===== src/hw/rtl/dspm_pkg.sv =====
// Shared types and constants of the shortest-path engine.
package dspm_pkg;

	localparam int DIST_BITS = 16;
	localparam int NCNT_BITS = 7;
	localparam logic [DIST_BITS-1:0] DIST_MAX = '1;

	localparam logic [1:0] ACT_CLEAR = 2'd0;
	localparam logic [1:0] ACT_WRITE = 2'd1;
	localparam logic [1:0] ACT_QUERY = 2'd2;
	localparam logic [1:0] ACT_NOP   = 2'd3;

	typedef struct packed {
		logic [DIST_BITS-1:0] dval;
		logic                 reached;
		logic                 settled;
	} vstate_t;

	typedef struct packed {
		logic init;
		logic shift;
	} cell_ctrl_t;

	typedef enum logic [2:0] {
		ST_CLEAR,
		ST_IDLE,
		ST_WR2,
		ST_FETCH,
		ST_SWEEP,
		ST_RESULT
	} state_t;

endpackage


===== src/hw/rtl/dspm_cell.sv =====
// One vertex cell of the rotating distance ring.
module dspm_cell
	import dspm_pkg::*;
(
	input  logic       clk,
	input  cell_ctrl_t ctrl,
	input  vstate_t    init_state,
	input  vstate_t    shift_in,
	output vstate_t    state_out
);

	vstate_t v_q;

	always_ff @(posedge clk) begin
		if (ctrl.init) begin
			v_q <= init_state;
		end else if (ctrl.shift) begin
			v_q <= shift_in;
		end
	end

	assign state_out = v_q;

endmodule


===== config.mk =====
export PLATFORM = sky130hd
export DESIGN_NAME = dspm_cell
export DESIGN_NICKNAME = d
export VERILOG_FILES = /design/src/hw/rtl/dspm_pkg.sv /design/src/hw/rtl/dspm_cell.sv
export SDC_FILE = /design/constraint.sdc
export NUM_CORES = 1
export LEC_CHECK = 0
export ABC_CLOCK_PERIOD_IN_PS = 1900
export BUFFER_PORTS_ARGS = -buffer_cell sky130_fd_sc_hd__buf_2
export CORE_UTILIZATION = 30
export CTS_CLUSTER_DIAMETER = 100
export CTS_CLUSTER_SIZE = 40
export DETAILED_ROUTE_END_ITERATION = 8
export SYNTH_ARGS = -nofsm -noshare
export SYNTH_HDL_FRONTEND = slang
export SYNTH_SLANG_ARGS = --single-unit

===== constraint.sdc =====
create_clock -name clk -period 1.9 [get_ports clk]
set_input_delay 0.19 -clock clk [delete_from_list [all_inputs] [get_ports clk]]
set_output_delay 0.19 -clock clk [all_outputs]
set_load 0.05 [all_outputs]

==> flow_summary.toml <==
[detailed_routing]
drt-initial-drc-count = 1
avgRoutedWirePerCell_um = 11.0
ant_nets = 0
dr.pass1.iters = 2
routed_wl_um = 1420
viasPerCell = 4.23
drc = 0
vias = 546

[hold_path]
hp-class = "input port to flop"
hold_path_end = "state_out[9]"
hold_depth = 2
worstHoldStart = "init_state[9]"

[placement]
place_congestion = 0.650
port_buffers = 56
post-place-ws_ps = 608

[timing]
slew_headroom_pct = 66.5
setup_tns_ps = 0
fin_crit_ps = 1080
slew_violations = 0
worst_pin_slew_ps = 503
worst_slack_ps = 816
rsz0062_at_grt = "false"
fin_crit_sh_pct = 57.0
max_freq_mhz = 923
hold_viol_final = 0
setup_violations = 0
whs_ps = 201

[power_and_ir_drop]
p_total_uw = 972
p_leak_nw = 0.539
pwr_density_cell_mw_per_mm2 = 851
ir_drop_mv = 0.442

[yosys]
yosysMostFrequentCell = "edfxtp_1"
synth-async-reset-ratio_pct = 0
synth_top_cells_by_area = "edfxtp_1, mux2_4, mux2_2, buf_12, buf_6"
synth_nets = 78
ys_seq_area_share_pct = 66.4
syn_area_per_cell_um2 = 20.9
yosysWarnings = 0
synth_edf_count = 18
ys_ff_latch = 18
synth.distinct_cells = 6
synthFlopType = "edfxtp_1"
synthTopCellsByCount = "edfxtp_1, mux2_2, mux2_4"
synthCells = 39
synth_area_um2 = 815
yosys.area.top_type_share_pct = 66.4
synth_area_leader_cell = "edfxtp_1"

[setup_path]
end_kind = "primary output"
cp_top_family = "flip-flops"
path_cells = "buf_2"
crit_required_ps = 1710
critPathArrivalTime_ps = 890
critPathMaxStageDelay_ps = 390
slowest_stage = "edfxtp_1"
start_kind = "flop"
path_buf_inv = 1
critPathKind = "flop to primary output"
cp_max_fo = 1

[layout]
antennaDiodeCount = 0
largest_register_ffs = 18
nNetsFinal = 139
nFillCells = 249
drive_above_1_share_pct = 79.8
syn_to_final_growth_pct = 40.2

[die]
die_y_um = 54.1
core_area_mm2 = 0.00252
start_util_pct = 32.3
die_x_um = 54.1
fp-row-count = 18
io_pins = 57
design.die.area_mm2 = 0.00293

[clock_network]
cts_tree = "built"
postCtsHoldBufs = 0
cts_setup_buffers = 0
cts_buffer_depth = 2
clock_sinks = 18
numCtsBuffers = 3
ctsRootBufferMaster = "clkbuf_4"
htree_levels = 1
path_clk_slew_ps = 100
cts_resized = 0

[global_routing]
grt-ovfl-total = 0
grtUsageTotal_pct = 9.75
grt_pass1_vias = 458
antenna_found_initial = 0
grt_max_degree = 20
grt_pass1_wl_um = 1890

[job]
maxCapViolCount = 0

[run_status]
outcome = "completed"
logic make-up after synthesis:
kind of cell | after synthesis | share of synthesized area (%)
buffers and inverters | 2 | 3.84
DFF | 18 | 66.4
muxes | 18 | 29.0
and+or+nand+nor | 1 | 0.769
worst max-delay path by stage:
stage	from	to	slack, ps	depth (start not counted)
floorplan	ctrl[1]	state_out[0]	610	3
global placement	ctrl[1]	state_out[4]	640	3
detailed placement	ctrl[1]	state_out[6]	610	3
CTS	state_out[17]	state_out[17]	800	1
global route	state_out[9]	state_out[9]	750	1
finish	state_out[17]	state_out[17]	820	1
per-layer routing:
layer,vias to the layer above,GRT usage (%),routed length [um]
li1,272,-,-
met3,2,2.54,123
met1,239,12.6,572
met4,0,5.13,8
met2,33,14.8,719
met5,-,0,0
where the power goes:
part	switching [mW]	internal [mW]	total, mW
registers	0.0105	0.487	0.497
clock network	0.106	0.0761	0.183
logic	0.199	0.0940	0.293
per-stage QoR:
step / std cells / instance area, um2 / utilization [%]
after detailed placement: 125 / 1120 / 44.2
after global routing: 129 / 1140 / 45.3
after global placement: 125 / 1120 / 44.2
after floorplan: 39 / 815 / -
after CTS: 129 / 1140 / 45.3
final: 129 / 1140 / 45.3
placed cells by master, fill, tap and decap left out:
cell      instances
clkbuf_4          3
edfxtp_1         18
clkinv_1          1
buf_2            56
mux2_4            9
buf_4             2
or2_1             1
mux2_2            9
area by class of cell:
class	instances	area [um2]	area share, %
Clock buffer	3	22.5	1.97
Multi-Input combinational cell	19	243	21.2
Sequential cell	18	541	47.3
Timing Repair Buffer	58	295	25.8
Tap cell	30	37.5	3.29
Clock inverter	1	3.75	0.329
(Power assumes the default switching activity.)
