### src/hw/rtl/dspm_pkg.sv
// Shared types and constants of the shortest-path engine.
package dspm_pkg;

	localparam int DIST_BITS = 16;
	localparam int NCNT_BITS = 7;
	localparam logic [DIST_BITS-1:0] DIST_MAX = '1;

	localparam logic [1:0] ACT_CLEAR = 2'd0;
	localparam logic [1:0] ACT_WRITE = 2'd1;
	localparam logic [1:0] ACT_QUERY = 2'd2;
	localparam logic [1:0] ACT_NOP   = 2'd3;

	typedef struct packed {
		logic [DIST_BITS-1:0] dval;
		logic                 reached;
		logic                 settled;
	} vstate_t;

	typedef struct packed {
		logic init;
		logic shift;
	} cell_ctrl_t;

	typedef enum logic [2:0] {
		ST_CLEAR,
		ST_IDLE,
		ST_WR2,
		ST_FETCH,
		ST_SWEEP,
		ST_RESULT
	} state_t;

endpackage

### src/hw/rtl/dspm_relax.sv
// Settle and relax step applied to the vertex leaving the ring tail.
module dspm_relax
	import dspm_pkg::*;
#(
	parameter int NW = 5,
	parameter int WB = 8
) (
	input  vstate_t                cur,
	input  logic [WB-1:0]          weight,
	input  logic [NW-1:0]          idx,
	input  logic [NCNT_BITS-1:0]   n,
	input  logic [NW-1:0]          best_idx,
	input  logic [DIST_BITS-1:0]   best_dist,
	output vstate_t                nxt,
	output logic                   cand
);

	logic                 in_range;
	logic [DIST_BITS:0]   sum;
	logic [DIST_BITS-1:0] sat;

	always_comb begin
		in_range = NCNT_BITS'(idx) < n;
		sum = {1'b0, best_dist} + (DIST_BITS+1)'(weight);
		sat = sum[DIST_BITS] ? DIST_MAX : sum[DIST_BITS-1:0];
		nxt = cur;
		if (idx == best_idx) begin
			nxt.settled = 1'b1;
		end
		if (in_range && weight != '0 && !nxt.settled &&
		    (!nxt.reached || sat < nxt.dval)) begin
			nxt.dval = sat;
			nxt.reached = 1'b1;
		end
		cand = in_range && nxt.reached && !nxt.settled;
	end

endmodule

### config.mk
export PLATFORM = sky130hd
export DESIGN_NAME = dspm_relax
export DESIGN_NICKNAME = d
export VERILOG_FILES = /design/src/hw/rtl/dspm_pkg.sv /design/src/hw/rtl/dspm_relax.sv
export SDC_FILE = /design/constraint.sdc
export NUM_CORES = 1
export LEC_CHECK = 0
export ABC_CLOCK_PERIOD_IN_PS = 4400
export BUFFER_PORTS_ARGS = -buffer_cell sky130_fd_sc_hd__buf_4
export CAP_MARGIN = 20
export CORE_MARGIN = 3
export CORE_UTILIZATION = 48
export DETAILED_ROUTE_END_ITERATION = 8
export PLACE_DENSITY = 0.89
export SLEW_MARGIN = 20
export SYNTH_ARGS = -nofsm -noshare
export SYNTH_HDL_FRONTEND = slang
export SYNTH_SLANG_ARGS = --single-unit
### constraint.sdc
create_clock -name vclk -period 4.4
set_input_delay 0 -clock vclk [all_inputs]
set_output_delay 0 -clock vclk [all_outputs]
set_load 0.01 [all_outputs]
==> results_dict.tcl <==
set metrics [dict create \
    power.total_w 0.000285 \
    synthCells 183 \
    hold_ws_ps 289 \
    finalSetupViolCount 0 \
    routedWlPerCell_um 13.0 \
    arrival_ps 3880 \
    startpoint "weight[0]" \
    seq_cells 0 \
    grt_pass1_vias 1530 \
    rsz0062_at_grt "false" \
    dr.max_layer_used "met4" \
    start_util_pct 50.8 \
    io_buffers 78 \
    core.rowCount 19 \
    end_kind "output pin" \
    drive_above_1_share_pct 41.8 \
    powerDensity_nw_per_um2 140 \
    drt-initial-drc-count 46 \
    die_area_um2 3660 \
    drcViolationCount 0 \
    cts.repair.resized 0 \
    slew_viol_final 0 \
    grt_max_degree 17 \
    worstSetupEndpoint "nxt[6]" \
    grt-ovfl-total 0 \
    cp_slowest_stage_delay_ps 570 \
    areaGrowthSynthToFinish_pct 43.2 \
    core_area_um2 2810 \
    maxCapViolCount 0 \
    synth.net_count 270 \
    peakVddDrop_mv 0.0836 \
    final_util_pct 72.8 \
    wl_met1_um 1540 \
    p_leak_nw 1.07 \
    first_pass_iters 4 \
    grt_antenna_before_repair 0 \
    grt_usage_pct 21.1 \
    worstMarginPinSlew_ps 676 \
    ys_warn_count 0 \
    wl_met2_um 2090 \
    yosysSeqAreaShare_pct 0 \
    avgSynthCellArea_um2 7.79 \
    relSlewSlack_pct 54.8 \
    critPathRequiredTime_ps 4400 \
    grt_pass1_wl_um 6200 \
    ios 78 \
    tns_ps 0 \
    multi_input_area_um2 1330 \
    vias 1598 \
    nClkBuffers 0 \
    cp_max_fo 16 \
    wl_met3_um 137 \
    path_cells "buf_4, ha_1, fa_1, a211oi_2, nor3_2, o21ai_0, buf_4, nand2_1, mux2_2, ha_1, o21ai_0, o21ai_0, o22ai_1, nor4b_2, o21ai_4, mux2_2, buf_4" \
    die_y_um 60.5 \
    ant_nets 0 \
    holdCritPathClass "input port to output pin" \
    synth.distinct_cells 42 \
    die_w_um 60.5 \
    max_freq_mhz 258 \
    path_class "input port to output pin" \
    final_nets 350 \
    holdBufCountCts 0 \
    critPathSlowestCell "o21ai_4" \
    finalWirelength_um 3800 \
    vias_per_cell 5.47 \
    hold_violations 0 \
    nFillCells 242 \
    dp_hpwl_um 3430 \
    min_period_over_period_pct 88.2 \
    critPathLaunchType "input port" \
    n_antenna_cell 0 \
    hold_path.startpoint "cur[1]" \
    syn_area_um2 1430 \
    layout.area.seq_um2 0 \
    min_period_ps 3880 \
    instances_no_fill 292 \
    dp_cells 292 \
    postCtsSetupBuffers 0 \
    gp_congestion 0.835 \
    status "complete, no violations" \
]
[cell usage after synthesis]
library cell	number	area, um^2
a2111oi_0	2	17.5
a2111oi_4	1	27.5
a211oi_1	5	37.5
a211oi_2	1	12.5
a21boi_0	1	7.51
a21o_1	3	22.5
a21oi_1	11	55.1
a21oi_2	1	8.76
a31o_1	1	8.76
a31oi_1	1	6.26
and3_1	1	6.26
and3_2	1	7.51
and4_1	1	8.76
buf_12	1	20.0
clkbuf_1	1	3.75
fa_1	1	20.0
ha_1	27	338
inv_1	20	75.1
mux2_2	9	101
mux2_4	10	150
nand2_1	13	48.8
nand2b_1	4	25.0
nand3_1	3	15.0
nand4_1	4	25.0
nor2_1	12	45.0
nor2_2	1	6.26
nor2b_1	4	25.0
nor2b_2	1	8.76
nor3_1	4	20.0
nor3_2	1	10.0
nor4_1	2	12.5
nor4b_2	1	15.0
o211ai_1	1	7.51
o21a_1	4	30.0
o21ai_0	12	60.1
o21ai_1	3	15.0
o21ai_4	1	16.3
o22ai_1	1	6.26
or2_2	1	6.26
or3_1	1	6.26
xnor2_1	3	26.3
xor2_1	7	61.3
[report_power, final]
group          switching, W  total, W  internal (W)  leakage (nW)
Sequential                0         0             0             0
Clock                     0         0             0             0
Combinational      0.000132  0.000285      0.000154          1.07
Total              0.000132  0.000285      0.000154          1.07
[layout make-up]
cell class	instances	share of cell area, %
inverter	20	3.68
multi-input combinational	161	65.0
timing repair buffer	80	29.4
tap	31	1.90
[logic make-up after synthesis]
kind of cell / share of synthesized area (%)
xor gates and xnor gates: 6.14
adders and majority gates: 25.1
muxes: 17.6
and+or+nand+nor: 20.4
AOI/OAI and AO/OA: 23.8
buffers and inverters: 6.93
[critical path: cells and delay by family]
family                   cells  cell delay, ps
AO/OA/AOI/OAI                6            1430
adder cells (fa/ha/maj)      3             960
multiplexers                 2             690
buffers and inverters        3             460
AND/OR/NAND/NOR              3             330
[cell usage in the layout, fill, tap and decap left out, drive strengths merged, types with 2 or more instances in the layout]
| cell | synthesis | routed |
|---|---|---|
| nand2b | 4 | 4 |
| xor2 | 7 | 7 |
| nand3 | 3 | 3 |
| nor2b | 5 | 5 |
| buf | 1 | 80 |
| nor4 | 2 | 2 |
| a211oi | 6 | 6 |
| a2111oi | 3 | 3 |
| xnor2 | 3 | 3 |
| o21ai | 16 | 16 |
| nand4 | 4 | 4 |
| ha | 27 | 27 |
| nor2 | 13 | 13 |
| o21a | 4 | 4 |
| nand2 | 13 | 13 |
| a21oi | 12 | 12 |
| a21o | 3 | 3 |
| nor3 | 5 | 5 |
| inv | 20 | 20 |
| mux2 | 19 | 19 |
| and3 | 2 | 2 |
[worst min-delay path by stage]
stage	end	slack, ps	cells past startpoint
finish	nxt[1]	290	3
global route	nxt[1]	310	3
CTS	nxt[1]	290	3
detailed placement	nxt[1]	290	3
global placement	nxt[0]	290	3
floorplan	nxt[1]	110	1
[through the flow]
step	instance area (um^2)	setup WS, ps
after global routing	2040	242
after CTS	2040	511
after floorplan	1430	1050
after global placement	2040	632
after detailed placement	2040	527
final	2040	520
[per-layer routing]
layer	global-route usage (%)	vias up
met3	0.638	4
li1	-	829
met1	25.2	725
met2	42.9	40
met4	1.86	0
met5	0	-
(Power assumes the default switching activity.)
